===== src/rtl/jsu_pkg.sv =====
// ----------------------------------------------------------------------------
// jsu_pkg
// Shared types and constants for the JSON string unescaper.
// ----------------------------------------------------------------------------
package jsu_pkg;

  // most results a single input byte can cause ('u', three digits, one byte)
  localparam int MAX_RES = 5;

  localparam logic [1:0] END_NONE  = 2'd0;
  localparam logic [1:0] END_QUOTE = 2'd1;
  localparam logic [1:0] END_BUF   = 2'd2;

  // one result item
  typedef struct packed {
    logic [7:0] data;
    logic       valid;
    logic [1:0] end_kind;
  } res_t;

  // all results caused by one input byte, oldest in slot 0
  typedef struct packed {
    logic [2:0]               count;
    res_t [MAX_RES-1:0]       res;
  } desc_t;

endpackage


===== src/rtl/jsu_front.sv =====
// ----------------------------------------------------------------------------
// jsu_front
// Decoder: tracks escape state and turns each input byte into a burst
// descriptor of zero to five result items.
// ----------------------------------------------------------------------------
module jsu_front (
  input  logic               clk,
  input  logic               rst,
  input  logic               accept,
  input  logic [7:0]         in_byte,
  output logic               desc_push,
  output jsu_pkg::desc_t     desc
);

  typedef enum logic [1:0] {
    MODE_PLAIN = 2'd0,
    MODE_ESC   = 2'd1,
    MODE_HEX   = 2'd2
  } mode_t;

  localparam logic [7:0] CH_NUL    = 8'h00;
  localparam logic [7:0] CH_QUOTE  = 8'h22;
  localparam logic [7:0] CH_BSLASH = 8'h5C;
  localparam logic [7:0] CH_U      = 8'h75;
  localparam logic [7:0] CH_N      = 8'h6E;
  localparam logic [7:0] CH_T      = 8'h74;
  localparam logic [7:0] CH_R      = 8'h72;
  localparam logic [7:0] CH_B      = 8'h62;
  localparam logic [7:0] CH_F      = 8'h66;
  localparam logic [7:0] CH_LF     = 8'h0A;
  localparam logic [7:0] CH_TAB    = 8'h09;
  localparam logic [7:0] CH_CR     = 8'h0D;
  localparam logic [7:0] CH_BS     = 8'h08;
  localparam logic [7:0] CH_FF     = 8'h0C;

  localparam logic [15:0] CP_LIM1   = 16'h0080;
  localparam logic [15:0] CP_LIM2   = 16'h0800;
  localparam logic [7:0]  UTF8_L2   = 8'hC0;
  localparam logic [7:0]  UTF8_L3   = 8'hE0;
  localparam logic [7:0]  UTF8_CONT = 8'h80;
  localparam logic [15:0] CONT_MASK = 16'h003F;

  mode_t       mode, mode_next;
  logic [11:0] hex_value, hex_next;
  logic [1:0]  digit_count, cnt_next;
  logic [7:0]  held [3];
  logic        hold_we;

  logic [4:0]  dig;          // {ok, value}
  logic [15:0] cp;
  logic [2:0]  n;
  logic        plain_go;

  function automatic logic [4:0] hex_digit(input logic [7:0] c);
    logic [4:0] r;
    r = '0;
    if (c >= 8'h30 && c <= 8'h39) r = {1'b1, 4'(c - 8'h30)};
    else if (c >= 8'h61 && c <= 8'h66) r = {1'b1, 4'(c - 8'h57)};
    else if (c >= 8'h41 && c <= 8'h46) r = {1'b1, 4'(c - 8'h37)};
    return r;
  endfunction

  function automatic logic [7:0] esc_map(input logic [7:0] e);
    logic [7:0] r;
    case (e)
      CH_N:    r = CH_LF;
      CH_T:    r = CH_TAB;
      CH_R:    r = CH_CR;
      CH_B:    r = CH_BS;
      CH_F:    r = CH_FF;
      default: r = e;
    endcase
    return r;
  endfunction

  assign dig = hex_digit(in_byte);
  assign cp  = {hex_value, dig[3:0]};

  always_comb begin
    desc      = '0;
    n         = 3'd0;
    mode_next = mode;
    hex_next  = hex_value;
    cnt_next  = digit_count;
    hold_we   = 1'b0;
    plain_go  = 1'b0;

    unique case (mode)
      MODE_ESC: begin
        if (in_byte == CH_NUL) begin
          desc.res[0] = '{CH_BSLASH, 1'b1, jsu_pkg::END_NONE};
          desc.res[1] = '{8'h00, 1'b0, jsu_pkg::END_BUF};
          n           = 3'd2;
          mode_next   = MODE_PLAIN;
          hex_next    = '0;
          cnt_next    = '0;
        end else if (in_byte == CH_U) begin
          mode_next = MODE_HEX;
          hex_next  = '0;
          cnt_next  = '0;
        end else begin
          desc.res[0] = '{esc_map(in_byte), 1'b1, jsu_pkg::END_NONE};
          n           = 3'd1;
          mode_next   = MODE_PLAIN;
        end
      end
      MODE_HEX: begin
        if (!dig[4]) begin
          // bad digit: replay 'u' and the held digits, then treat as plain
          desc.res[0] = '{CH_U, 1'b1, jsu_pkg::END_NONE};
          for (int i = 0; i < 3; i++) begin
            if (2'(i) < digit_count) desc.res[i+1] = '{held[i], 1'b1, jsu_pkg::END_NONE};
          end
          n         = 3'd1 + {1'b0, digit_count};
          mode_next = MODE_PLAIN;
          hex_next  = '0;
          cnt_next  = '0;
          plain_go  = 1'b1;
        end else if (digit_count != 2'd3) begin
          hold_we  = 1'b1;
          hex_next = {hex_value[7:0], dig[3:0]};
          cnt_next = digit_count + 2'd1;
        end else begin
          if (cp < CP_LIM1) begin
            desc.res[0] = '{cp[7:0], 1'b1, jsu_pkg::END_NONE};
            n           = 3'd1;
          end else if (cp < CP_LIM2) begin
            desc.res[0] = '{UTF8_L2 | {3'b000, cp[10:6]}, 1'b1, jsu_pkg::END_NONE};
            desc.res[1] = '{UTF8_CONT | 8'(cp & CONT_MASK), 1'b1, jsu_pkg::END_NONE};
            n           = 3'd2;
          end else begin
            desc.res[0] = '{UTF8_L3 | {4'b0000, cp[15:12]}, 1'b1, jsu_pkg::END_NONE};
            desc.res[1] = '{UTF8_CONT | {2'b00, cp[11:6]}, 1'b1, jsu_pkg::END_NONE};
            desc.res[2] = '{UTF8_CONT | 8'(cp & CONT_MASK), 1'b1, jsu_pkg::END_NONE};
            n           = 3'd3;
          end
          mode_next = MODE_PLAIN;
          hex_next  = '0;
          cnt_next  = '0;
        end
      end
      default: begin
        mode_next = MODE_PLAIN;
        plain_go  = 1'b1;
      end
    endcase

    if (plain_go) begin
      if (in_byte == CH_NUL) begin
        desc.res[n] = '{8'h00, 1'b0, jsu_pkg::END_BUF};
        n           = n + 3'd1;
        hex_next    = '0;
        cnt_next    = '0;
      end else if (in_byte == CH_QUOTE) begin
        desc.res[n] = '{8'h00, 1'b0, jsu_pkg::END_QUOTE};
        n           = n + 3'd1;
        hex_next    = '0;
        cnt_next    = '0;
      end else if (in_byte == CH_BSLASH) begin
        mode_next = MODE_ESC;
      end else begin
        desc.res[n] = '{in_byte, 1'b1, jsu_pkg::END_NONE};
        n           = n + 3'd1;
      end
    end

    desc.count = n;
  end

  assign desc_push = accept && (n != 3'd0);

  always_ff @(posedge clk) begin
    if (rst) begin
      mode        <= MODE_PLAIN;
      hex_value   <= '0;
      digit_count <= '0;
    end else if (accept) begin
      mode        <= mode_next;
      hex_value   <= hex_next;
      digit_count <= cnt_next;
    end
  end

  // digit store for replay; no reset, only entries below digit_count are read
  always_ff @(posedge clk) begin
    if (accept && hold_we) held[digit_count] <= in_byte;
  end

endmodule


===== src/rtl/jsu_queue.sv =====
// ----------------------------------------------------------------------------
// jsu_queue
// Short descriptor queue between the decoder and the output sequencer.
// ----------------------------------------------------------------------------
module jsu_queue #(
  parameter int DEPTH = 4
) (
  input  logic               clk,
  input  logic               rst,
  input  logic               wr,
  input  jsu_pkg::desc_t     wr_data,
  output logic               q_full,
  input  logic               rd,
  output jsu_pkg::desc_t     rd_data,
  output logic               q_empty
);

  localparam int PW = (DEPTH > 1) ? $clog2(DEPTH) : 1;
  localparam int CW = $clog2(DEPTH + 1);

  jsu_pkg::desc_t mem [DEPTH];
  logic [PW-1:0]  wr_ptr, rd_ptr;
  logic [CW-1:0]  count;
  logic           do_wr, do_rd;

  assign q_full  = (count == CW'(DEPTH));
  assign q_empty = (count == '0);
  assign do_wr   = wr && !q_full;
  assign do_rd   = rd && !q_empty;
  assign rd_data = mem[rd_ptr];

  always_ff @(posedge clk) begin
    if (do_wr) mem[wr_ptr] <= wr_data;
  end

  always_ff @(posedge clk) begin
    if (rst) begin
      wr_ptr <= '0;
      rd_ptr <= '0;
      count  <= '0;
    end else begin
      if (do_wr) wr_ptr <= (wr_ptr == PW'(DEPTH - 1)) ? '0 : wr_ptr + PW'(1);
      if (do_rd) rd_ptr <= (rd_ptr == PW'(DEPTH - 1)) ? '0 : rd_ptr + PW'(1);
      if (do_wr && !do_rd)      count <= count + CW'(1);
      else if (do_rd && !do_wr) count <= count - CW'(1);
    end
  end

endmodule


===== src/rtl/jsu_back.sv =====
// ----------------------------------------------------------------------------
// jsu_back
// Output sequencer: walks the head descriptor one result per cycle into the
// output register while that register is empty or being popped.
// ----------------------------------------------------------------------------
module jsu_back (
  input  logic               clk,
  input  logic               rst,
  input  jsu_pkg::desc_t     head,
  input  logic               head_empty,
  output logic               head_pop,
  input  logic               pop,
  output logic               empty,
  output logic [7:0]         out_byte,
  output logic               byte_valid,
  output logic [1:0]         end_kind,
  output logic               run_last
);

  logic          out_valid;
  jsu_pkg::res_t out_res;
  logic          out_last;
  logic [2:0]    idx;
  logic          load, last;

  assign load     = !head_empty && (!out_valid || pop);
  assign last     = (idx == head.count - 3'd1);
  assign head_pop = load && last;

  always_ff @(posedge clk) begin
    if (rst) begin
      out_valid <= 1'b0;
      idx       <= '0;
    end else begin
      if (load) begin
        out_valid <= 1'b1;
        idx       <= last ? 3'd0 : idx + 3'd1;
      end else if (pop) begin
        out_valid <= 1'b0;
      end
    end
  end

  always_ff @(posedge clk) begin
    if (load) begin
      out_res  <= head.res[idx];
      out_last <= last;
    end
  end

  assign empty      = !out_valid;
  assign out_byte   = out_res.data;
  assign byte_valid = out_res.valid;
  assign end_kind   = out_res.end_kind;
  assign run_last   = out_last;

endmodule


===== src/rtl/json_string_unescape_top.sv =====
// ----------------------------------------------------------------------------
// json_string_unescape_top
// Streaming JSON string body unescaper with UTF-8 output for \u escapes.
// ----------------------------------------------------------------------------
// Takes one raw byte per cycle unless full, gives one result per cycle
// while pop is high; a byte's first result passes the descriptor queue
// and the output register before it shows. Input bytes that expand (\u
// escapes to two or three UTF-8 bytes, a bad hex digit replaying up to
// five bytes, backslash before a zero byte) keep the output sequencer
// busy; the QDEPTH-entry queue absorbs these bursts, and full rises only
// once it is exhausted. Backslashes and held hex digits give no result.
module json_string_unescape_top #(
  parameter int QDEPTH = 4
) (
  input  logic       clk,
  input  logic       rst,
  input  logic       push,
  output logic       full,
  input  logic [7:0] in_byte,
  output logic       empty,
  input  logic       pop,
  output logic [7:0] out_byte,
  output logic       byte_valid,
  output logic [1:0] end_kind,
  output logic       run_last
);

  jsu_pkg::desc_t fr_desc, hd_desc;
  logic           fr_push, hd_empty, hd_pop, accept;

  assign accept = push && !full;

  jsu_front u_front (
    .clk       (clk),
    .rst       (rst),
    .accept    (accept),
    .in_byte   (in_byte),
    .desc_push (fr_push),
    .desc      (fr_desc)
  );

  jsu_queue #(.DEPTH(QDEPTH)) u_queue (
    .clk     (clk),
    .rst     (rst),
    .wr      (fr_push),
    .wr_data (fr_desc),
    .q_full  (full),
    .rd      (hd_pop),
    .rd_data (hd_desc),
    .q_empty (hd_empty)
  );

  jsu_back u_back (
    .clk        (clk),
    .rst        (rst),
    .head       (hd_desc),
    .head_empty (hd_empty),
    .head_pop   (hd_pop),
    .pop        (pop),
    .empty      (empty),
    .out_byte   (out_byte),
    .byte_valid (byte_valid),
    .end_kind   (end_kind),
    .run_last   (run_last)
  );

endmodule


===== config.mk =====
export PLATFORM = sky130hd
export DESIGN_NAME = json_string_unescape_top
export DESIGN_NICKNAME = d
export VERILOG_FILES = /design/src/rtl/jsu_pkg.sv /design/src/rtl/jsu_front.sv /design/src/rtl/jsu_queue.sv /design/src/rtl/jsu_back.sv /design/src/rtl/json_string_unescape_top.sv
export SDC_FILE = /design/constraint.sdc
export NUM_CORES = 1
export LEC_CHECK = 0
export ABC_CLOCK_PERIOD_IN_PS = 11480
export BUFFER_PORTS_ARGS = -buffer_cell sky130_fd_sc_hd__buf_2
export CORE_ASPECT_RATIO = 1.4
export CORE_MARGIN = 1
export CORE_UTILIZATION = 25
export CTS_BUF_LIST = sky130_fd_sc_hd__clkbuf_2 sky130_fd_sc_hd__clkbuf_4 sky130_fd_sc_hd__clkbuf_8
export DETAILED_ROUTE_END_ITERATION = 8
export SETUP_SLACK_MARGIN = 0.02
export SLEW_MARGIN = 10
export SYNTH_ARGS = -nofsm -noshare
export SYNTH_HDL_FRONTEND = slang
export SYNTH_SLANG_ARGS = --single-unit

===== constraint.sdc =====
create_clock -name clk -period 11.48 [get_ports clk]
set_input_delay 1.148 -clock clk [delete_from_list [all_inputs] [get_ports clk]]
set_output_delay 1.148 -clock clk [all_outputs]
set_load 0.02 [all_outputs]

==> results.cfg, run 1 <==
[route]
vias = 8010
drt_first_pass_iters = 5
routedWlPerCell_um = 20.2
routed_wl_um = 34000
drt_iter0_markers = 516
via_per_inst = 4.76
drtAntennaViolNets = 0
drc_errors = 0

[timing]
max_slew_margin_pct = 31.4
finClkSkew_ps = 11.8
fin_tns_setup_ps = 0
period_share_pct = 45.5
setup_violations = 0
worstMarginPinSlew_ps = 1020
post-route-min-period_ps = 5220
hold_violations = 0
fmax_mhz = 191
drv_slew = 0
rsz0062_at_grt = no

[synth]
synth_most_common_cell = edfxtp_1
synth_seq_cells = 297
ys_top_cells_by_count = 268 x edfxtp_1, 83 x nor2_1, 59 x nand2_1
synth.avg_cell_area_um2 = 14.7
synth_area_leaders = edfxtp_1 60%, mux4_2 9.8%, dfxtp_1 4.4%, nor2_1 2.3%, mux2i_1 2.1%
synth_simple_gate_area_share_pct = 9.37
syn_inst = 907
synth_mux_area_share_pct = 12.2
synth_top_area_share_pct = 60.3
yosys_warnings = 0
yosysTopAreaCell = edfxtp_1
synth-edff-count = 268
syn_nets = 941
synth.cell_area_um2 = 13300
synth_top_family_by_area = multiplexers
ys_types = 81
synth_xor_area_share_pct = 0.656
synth_async_sr_flop_share_pct = 0
yosysSeqAreaShare_pct = 64.7
synth_compound_area_share_pct = 8.55
synthAdderAreaFrac_pct = 2.12
synth_ff_type = edfxtp_1

[critical_path]
crit_type = in -> reg
reg2reg_depth = 18
required_ps = 11980
crit_fanout = 15
cp-start-kind = input port
worstPathArrival_ps = 5720
setup.worst_path.end_class = flop

[placement]
dp_hpwl_um = 22900
io_buffers = 25
gp_congestion = 0.985
dpl_cell_area_um2 = 14200

[floorplanning]
die_y_um = 275
ioPinCount = 26
core_um2 = 52400
start_util_pct = 25.5
die_width_um = 197
std_cell_rows = 99
dieArea_um2 = 54300

[pwr]
power_density_nw_per_um2 = 186
ir_drop_v = 0.0000867
leakagePower_nw = 4.95

[cts]
postCtsSetupBuffers = 0
clkLatencyLatePin_ps = 580
h-tree-depth = 2
cts_buffers = 45
hold_buffers = 0
cts_tree = yes
cts_max_path_buffers = 3
cts_sinks = 297
cts-resized-gates = 0
clk_pin_slew_ps = 60
root_buffer = clkbuf_8

[final_layout]
regArea_um2 = 8630
nets = 975
final_area_um2 = 15100
drive_above_1_share_pct = 20.9
fillers = 5314
syn2layout_area_growth_pct = 13.4
multi_input_area_um2 = 4400

[global_routing]
groute.usage.overall_pct = 12.6
grt_overflow = 0
grt_max_degree = 59
antenna_found_initial = 1
grt_pass1_wl_um = 51600
grt_pass1_vias = 8490

[job]
drv_cap = 0

[outcome]
status = finished clean

[worst_hold_path]
min_path_type = reg -> reg
min_path_cells = 2
==> placed cells by master (no fill, tap or decap), drive strengths merged, types with 3 or more instances in the layout <==
master | synthesis | final
nand3 | 21 | 21
nor4 | 7 | 7
a22oi | 24 | 24
o21ai | 32 | 32
nand2 | 60 | 60
xnor2 | 7 | 7
or3b | 3 | 3
o22ai | 3 | 3
or2 | 3 | 3
or4 | 5 | 5
clkbuf | 24 | 58
a32oi | 4 | 4
a31oi | 3 | 3
dfxtp | 29 | 29
nor3b | 3 | 3
mux4 | 58 | 58
buf | 28 | 39
xor2 | 3 | 3
a21o | 6 | 6
ha | 21 | 21
nor2 | 87 | 87
a2bb2oi | 6 | 6
mux2i | 29 | 29
a22o | 4 | 4
o31ai | 3 | 3
or3 | 4 | 4
clkinv | 0 | 18
and2 | 18 | 18
a21oi | 43 | 43
nand4 | 3 | 3
nor3 | 16 | 16
nor2b | 8 | 8
inv | 22 | 23
nand3b | 4 | 4
edfxtp | 268 | 268
and3 | 5 | 5
o211ai | 9 | 9
==> final timing paths <==
kind | from | to | slack (ps)
min | u_back.out_valid | u_back.out_valid | 480
max | in_byte[1] | u_queue.count[2] | 6260
max reg2reg | u_front.mode[0] | u_queue.count[2] | 6870
min reg2reg | u_back.out_valid | u_back.out_valid | 480
==> cell families after synthesis <==
logic type,Yosys count
flops,297
simple gates,251
compound gates,164
mux,89
buf+inv,74
fa+ha+maj,22
xor+xnor,10
==> sequential cells by signal, indices dropped and copies added (netlist names), 2 cells and up, named ones only <==
| signal | count |
|---|---|
| u_queue.mem | 232 |
| u_front.hex_value | 12 |
| u_front.digit_count | 2 |
| u_back.idx | 3 |
| u_queue.wr_ptr | 2 |
| u_front.mode | 2 |
| u_queue.rd_ptr | 2 |
| u_front.held | 24 |
| u_queue.count | 3 |
| u_back.end_kind | 2 |
| u_back.out_byte | 8 |
==> where the power goes <==
part | total [mW] | internal, mW | switching, mW
clock network | 0.863 | 0.462 | 0.400
logic | 0.582 | 0.245 | 0.337
registers | 1.37 | 1.31 | 0.0530
==> worst max-delay path: stages <==
cell and delay, ps:
buf_2 260, inv_1 160, ha_1 240, or3b_1 400
and3_1 320, nor2_2 500, o221a_2 520, inv_6 80
ha_1 200, nand2_1 70, xnor2_1 110, nand2_1 160
a21oi_2 280, ha_1 220, inv_1 60, fa_1 380
xor2_1 180, or3_1 310, a21oi_1 140
==> final cells by class <==
class	instances	share of cell area, %
Clock inverter	23	1.07
Inverter	22	0.579
Timing Repair Buffer	39	1.52
Clock buffer	58	4.82
Antenna cell	1	0.0165
Sequential cell	297	57.1
Tap cell	707	5.85
Multi-Input combinational cell	536	29.1
==> through the flow <==
step                      worst slack (ps)  std cells  util [%]  total power [mW]  hold slack, ps
final                                 6260       1683      28.9              2.81             484
after global routing                  5920       1683      28.9              2.95             525
after CTS                             6320       1682      28.9              2.86             494
after detailed placement              5730       1601      27.2              1.99             486
after global placement                5810       1601      27.2              1.98             473
after floorplan                       6200        907         -              1.81             445
==> metal layers <==
metal / wire length (µm) / global-route usage (%)
met5: 0 / 0
met4: 2240 / 8.20
met3: 1320 / 2.16
met2: 17100 / 22.1
met1: 13300 / 14.2
Power figures use the tool's default switching activity.
==> inputs of run 2 (changes only) <==
ABC_AREA = 1   (was default)
ABC_CLOCK_PERIOD_IN_PS = 4320   (was 11480)
clock period = 4.32 ns   (was 11.48 ns; I/O delays follow)
==> results.cfg, run 2 <==
[outcome]
status = finished clean

[route]
vias = 10000
via_per_inst = 4.75
routed_wl_um = 38700
routedWlPerCell_um = 18.3
drc_errors = 0
drt_iter0_markers = 753
drt_first_pass_iters = 5
drtAntennaViolNets = 0

[timing]
hold_violations = 0
setup_violations = 0
fmax_mhz = 267
worstMarginPinSlew_ps = 1150
post-route-min-period_ps = 3740
period_share_pct = 86.7
whs_ps = 182
max_slew_margin_pct = 23.2
rsz0062_at_grt = no
finClkSkew_ps = 36.3
drv_slew = 0

[pwr]
ir_drop_v = 0.000207
total_power_mw = 7.79
leakagePower_nw = 5.72
power_density_nw_per_um2 = 497

[floorplanning]
std_cell_rows = 100
ioPinCount = 26
dieArea_um2 = 55100
die_width_um = 199
start_util_pct = 25.4
die_y_um = 277
core_um2 = 53300

[placement]
gp_congestion = 0.967
io_buffers = 25
dp.cells = 2030
dp_hpwl_um = 26500

[worst_hold_path]
min_path_type = in -> reg
min_from = in_byte[0]
min_path_cells = 1

[critical_path]
crit_top_cell = nand2_1
crit_fanout = 10
r2r_end = u_queue.count[2]
required_ps = 4840
reg2reg_depth = 22
rrSetupSlack_ps = 580
slowest_stage = fa_1
worstPathArrival_ps = 4270
crit_type = reg -> reg
cp-start-kind = flop
crit_chain = inv_1 -> ha_1 -> nand2_1 -> clkinv_1 -> nand3_1 -> nand2_1 -> ha_1 -> nand2_1 -> nor2_1 -> nor2_1 -> a21oi_1 -> nand2_1 -> nand2_1 -> inv_1 -> ha_1 -> inv_1 -> fa_1 -> nor2_1 -> nor2_1 -> nand2_1 -> o21ai_0 -> a21oi_1
rr_startpoint = u_front.mode[0]
setup.worst_path.end_class = flop
critPathMaxStageDelay_ps = 390
crit_end = u_queue.count[2]
critPathLaunch = u_front.mode[0]

[synth]
yosysTopAreaCell = edfxtp_1
synth.avg_cell_area_um2 = 10.3
yosys_warnings = 0
synth_area_leaders = edfxtp_1 59%, nor2_1 6.0%, o21ai_0 5.8%, nand2_1 5.6%, dfxtp_1 4.3%
synth_most_common_cell = edfxtp_1
syn_nets = 1353
synth_ff_type = edfxtp_1
synth_top_area_share_pct = 59.5
synth.cell_area_um2 = 13500
synth-edff-count = 268
ys_top_cells_by_count = 268 x edfxtp_1, 217 x nor2_1, 203 x nand2_1
synth_seq_cells = 297
synth_async_sr_flop_share_pct = 0
yosysSeqAreaShare_pct = 63.8
ys_types = 43
syn_inst = 1319

[cts]
clk_pin_slew_ps = 70
cts-resized-gates = 0
h-tree-depth = 2
cts_buffers = 46
cts_max_path_buffers = 3
postCtsSetupBuffers = 0
clkLatencyLatePin_ps = 600
cts_sinks = 297
root_buffer = clkbuf_8
hold_buffers = 0
cts_tree = yes

[global_routing]
grt_max_degree = 111
groute.usage.overall_pct = 14.0
grt_overflow = 0
antenna_found_initial = 1
grt_pass1_wl_um = 59000
grt_pass1_vias = 10100

[final_layout]
fin_cells = 2113
layout_common_cells = 268 x edfxtp_1, 213 x nor2_1, 203 x nand2_1, 157 x o21ai_0, 93 x inv_1
largest_reg_flops = 232
fillers = 5585
regArea_um2 = 8630
syn2layout_area_growth_pct = 15.8
nets = 1398
regMostFlops = u_queue.mem
drive_above_1_share_pct = 13.0
n_antenna_cell = 0
multi_input_area_um2 = 4310
top_regs = u_queue.mem x232, u_front.held x24, u_front.hex_value x12
layout_commonest_cell = edfxtp_1

[job]
drv_cap = 0
run 2: area by class of cell:
class	instances	share of cell area, %
Sequential cell	297	55.1
Clock inverter	9	1.18
Tap cell	714	5.70
Timing Repair Buffer	54	2.35
Multi-Input combinational cell	860	27.5
Clock buffer	74	5.62
Inverter	105	2.52
run 2: layer usage:
layer	vias up	part of all wire [%]	track usage, %
li1	4724	-	-
met1	4861	39	16.2
met2	354	52	25.0
met3	101	5.2	2.16
met4	0	3.8	6.39
met5	-	0	0
run 2: through the flow:
step | setup TNS, ps | worst slack (ps) | utilization (%) | instance area [µm²]
floorplan | -219180 | -945 | - | 13500
global placement | 0 | 374 | 27.4 | 14600
detailed placement | 0 | 307 | 27.4 | 14600
CTS | 0 | 602 | 29.4 | 15700
global route | 0 | 179 | 29.4 | 15700
finish | 0 | 575 | 29.4 | 15700
run 2: worst min path at each step:
| stage | endpoint | slack [ps] |
|---|---|---|
| floorplan | u_front.hex_value[11] | 460 |
| global placement | u_front.hex_value[11] | 470 |
| detailed placement | u_front.mode[0] | 480 |
| CTS | u_front.held[0][0] | 140 |
| global route | u_front.held[0][0] | 170 |
| finish | u_front.held[0][0] | 180 |
run 2: kinds of logic (layout without fill, tap and decap cells):
group / after synthesis / after routing / share of synthesized area (%)
AO/OA/AOI/OAI: 297 / 297 / 12.4
XOR/XNOR: 3 / 3 / 0.194
adder cells (fa/ha/maj): 22 / 22 / 2.09
buffers and inverters: 162 / 242 / 4.63
flip-flops: 297 / 297 / 63.8
AND/OR/NAND/NOR: 538 / 538 / 16.9
run 2: report_power, final:
| group | total, mW | internal, mW | switching, mW | leakage [nW] |
|---|---|---|---|---|
| clock network | 2.70 | 1.60 | 1.11 | 0.564 |
| registers | 3.57 | 3.48 | 0.0878 | 2.73 |
| logic | 1.52 | 0.437 | 1.08 | 2.42 |
| total | 7.79 | 5.51 | 2.28 | 5.72 |
run 2: worst max-delay path, delay by kind of cell, from the launching register on:
kind	cells	cell delay [ps]
AND/OR/NAND/NOR	11	1490
buffers and inverters	4	540
flip-flops	1	360
adder cells (fa/ha/maj)	4	1030
AO/OA/AOI/OAI	3	250
==> inputs of run 3 (changes only) <==
SYNTH_HIERARCHICAL = 1   (was default)
==> results.cfg, run 3 <==
[final_layout]
nets = 1472
layout_commonest_cell = edfxtp_1
regMostFlops = u_queue/mem
top_regs = u_queue/mem x232, u_front/held x24, u_front/hex_value x12
syn2layout_area_growth_pct = 13.0
largest_reg_flops = 232
layout_common_cells = 268 x edfxtp_1, 241 x nand2_1, 209 x nor2_1, 156 x o21ai_0, 103 x inv_1
drive_above_1_share_pct = 13.0
fillers = 5836

[critical_path]
crit_type = reg -> reg
critPathMaxStageDelay_ps = 440
crit_fanout = 8
setup.worst_path.end_class = flop
required_ps = 4780
worstPathArrival_ps = 4250
cp-start-kind = flop
slowest_stage = dfxtp_1
crit_chain = ha_1 -> nand2_1 -> inv_1 -> nand3_1 -> nand3_1 -> nand2_4 -> inv_4 -> ha_1 -> nand2_1 -> o21ai_0 -> a21oi_1 -> nor3_1 -> nor2_1 -> nand2_1 -> inv_1 -> ha_1 -> inv_1 -> fa_1 -> o21ai_0 -> nor2_1

[synth]
ys_top_cells_by_count = 268 x edfxtp_1, 241 x nand2_1, 213 x nor2_1
yosysSeqAreaShare_pct = 61.6
synth.cell_area_um2 = 14000
synth_ff_type = edfxtp_1
synth_most_common_cell = edfxtp_1
syn_nets = 1430
syn_inst = 1396
synth.avg_cell_area_um2 = 10.0
synth-edff-count = 268
yosys_warnings = 6
synth_async_sr_flop_share_pct = 0
ys_types = 48
synth_top_area_share_pct = 57.4
synth_seq_cells = 297
synth_area_leaders = edfxtp_1 57%, nand2_1 6.5%, nor2_1 5.7%, o21ai_0 5.6%, dfxtp_1 4.1%
yosysTopAreaCell = edfxtp_1

[global_routing]
grt_overflow = 0
grt_max_degree = 81
antenna_found_initial = 1
grt_pass1_vias = 10600
grt_pass1_wl_um = 63000
groute.usage.overall_pct = 14.5

[timing]
setup_violations = 0
worstMarginPinSlew_ps = 1160
rsz0062_at_grt = no
fmax_mhz = 263
finClkSkew_ps = 32.5
max_slew_margin_pct = 21.6
hold_violations = 0
post-route-min-period_ps = 3800
drv_slew = 0
period_share_pct = 87.9
setup_ws_ps = 525

[pwr]
ir_drop_v = 0.000239
p_int_mw = 5.45
power_density_nw_per_um2 = 529
p_seq_share_pct = 44.9
leakagePower_nw = 5.98
p_sw_share_pct = 35.0
total_power_mw = 8.38
p_clk_share_pct = 26.4
p_comb_share_pct = 28.7
switchingPower_mw = 2.94

[route]
routed_wl_um = 41700
vias = 10500
drt_first_pass_iters = 7
drc_errors = 0
via_per_inst = 4.79
drtAntennaViolNets = 0
routedWlPerCell_um = 19.0
drt_iter0_markers = 784

[worst_hold_path]
min_path_type = in -> reg

[floorplanning]
dieArea_um2 = 57000
start_util_pct = 25.3
std_cell_rows = 102
die_y_um = 282
ioPinCount = 26
core_um2 = 55400
die_width_um = 202

[cts]
cts_buffers = 45
clk_pin_slew_ps = 60
cts_tree = yes
root_buffer = clkbuf_8
h-tree-depth = 2
cts-resized-gates = 0
postCtsSetupBuffers = 0
clkLatencyLatePin_ps = 600
cts_sinks = 297
cts_max_path_buffers = 3
hold_buffers = 0

[placement]
dp_hpwl_um = 28600
gp_congestion = 0.947
dp_slack_ps = 240
io_buffers = 25

[job]
drv_cap = 0

[outcome]
status = finished clean
## run 3: changes by cell type after synthesis, moves of 8 or more
cell	before	now
a21oi_1	47	35
buf_2	3	16
clkbuf_1	50	15
inv_1	93	103
nand2_1	203	241
nand3_1	71	79
nor2_2	4	20
o221ai_1	15	3
o22ai_1	43	71
## run 3: kinds of logic (layout without fill, tap and decap cells)
group	Yosys count	count (layout)	share of synthesized area (%)
xor+xnor	3	3	0.188
compound gates	297	297	11.9
fa+ha+maj	22	22	2.02
other cells	0	1	0
flops	297	297	61.6
buf+inv	180	255	6.15
simple gates	597	597	18.2
## run 3: path summary, 6_finish.rpt
kind / start / endpoint / slack, ps / cells after the start
setup / recovery: u_front/digit_count[1] / u_queue/count[1] / 520 / 20
hold / removal: in_byte[7] / u_front/held[2][7] / 100 / 1
setup reg to reg: u_front/digit_count[1] / u_queue/count[1] / 520 / 20
hold reg to reg: u_front/hex_value[2] / u_front/hex_value[2] / 470 / 2
## run 3: power by group through the flow
| stage | Sequential [mW] | Combinational, mW | Clock, mW |
|---|---|---|---|
| 6_report | 3.76 | 2.40 | 2.22 |
| 5_1_grt | 3.80 | 2.67 | 2.39 |
| 4_1_cts | 3.77 | 2.43 | 2.27 |
| 3_5_place_dp | 3.83 | 2.41 | 0 |
| 3_3_place_gp | 3.82 | 2.37 | 0 |
| 2_1_floorplan | 3.83 | 1.69 | 0 |
## run 3: through the flow
stage               util, %  std cells  TNS [ps]  hold WS (ps)  instance area [µm²]
floorplan                 -       1396    -33860           445                14000
global placement       27.1       2119         0           456                15000
detailed placement     27.1       2119         0           461                15000
CTS                    28.6       2199         0          60.0                15800
global route           28.6       2200         0          87.7                15800
finish                 28.6       2200         0           102                15800
## run 3: routing by layer
| metal | vias up | routed length (µm) | GRT usage [%] |
|---|---|---|---|
| met5 | - | 0 | 0 |
| met4 | 0 | 2450 | 9.31 |
| met3 | 121 | 1970 | 1.91 |
| met2 | 341 | 20700 | 25.4 |
| met1 | 5142 | 16600 | 16.7 |
| li1 | 4941 | - | - |
## run 3: worst max-delay path: cells and delay by family (launching register included)
family	cells	cell delay [ps]
buf+inv	4	470
fa+ha+maj	4	1160
flops	1	440
simple gates	9	1140
compound gates	3	430
## run 3: area by class of cell
class	instances	area, µm²	share of cell area (%)
multi-input combinational	919	4550	28.8
tap	728	911	5.75
timing repair buffer	57	428	2.70
clock buffer	64	774	4.89
antenna	1	2.50	0.0158
clock inverter	16	76.3	0.482
sequential	297	8630	54.5
inverter	118	457	2.88
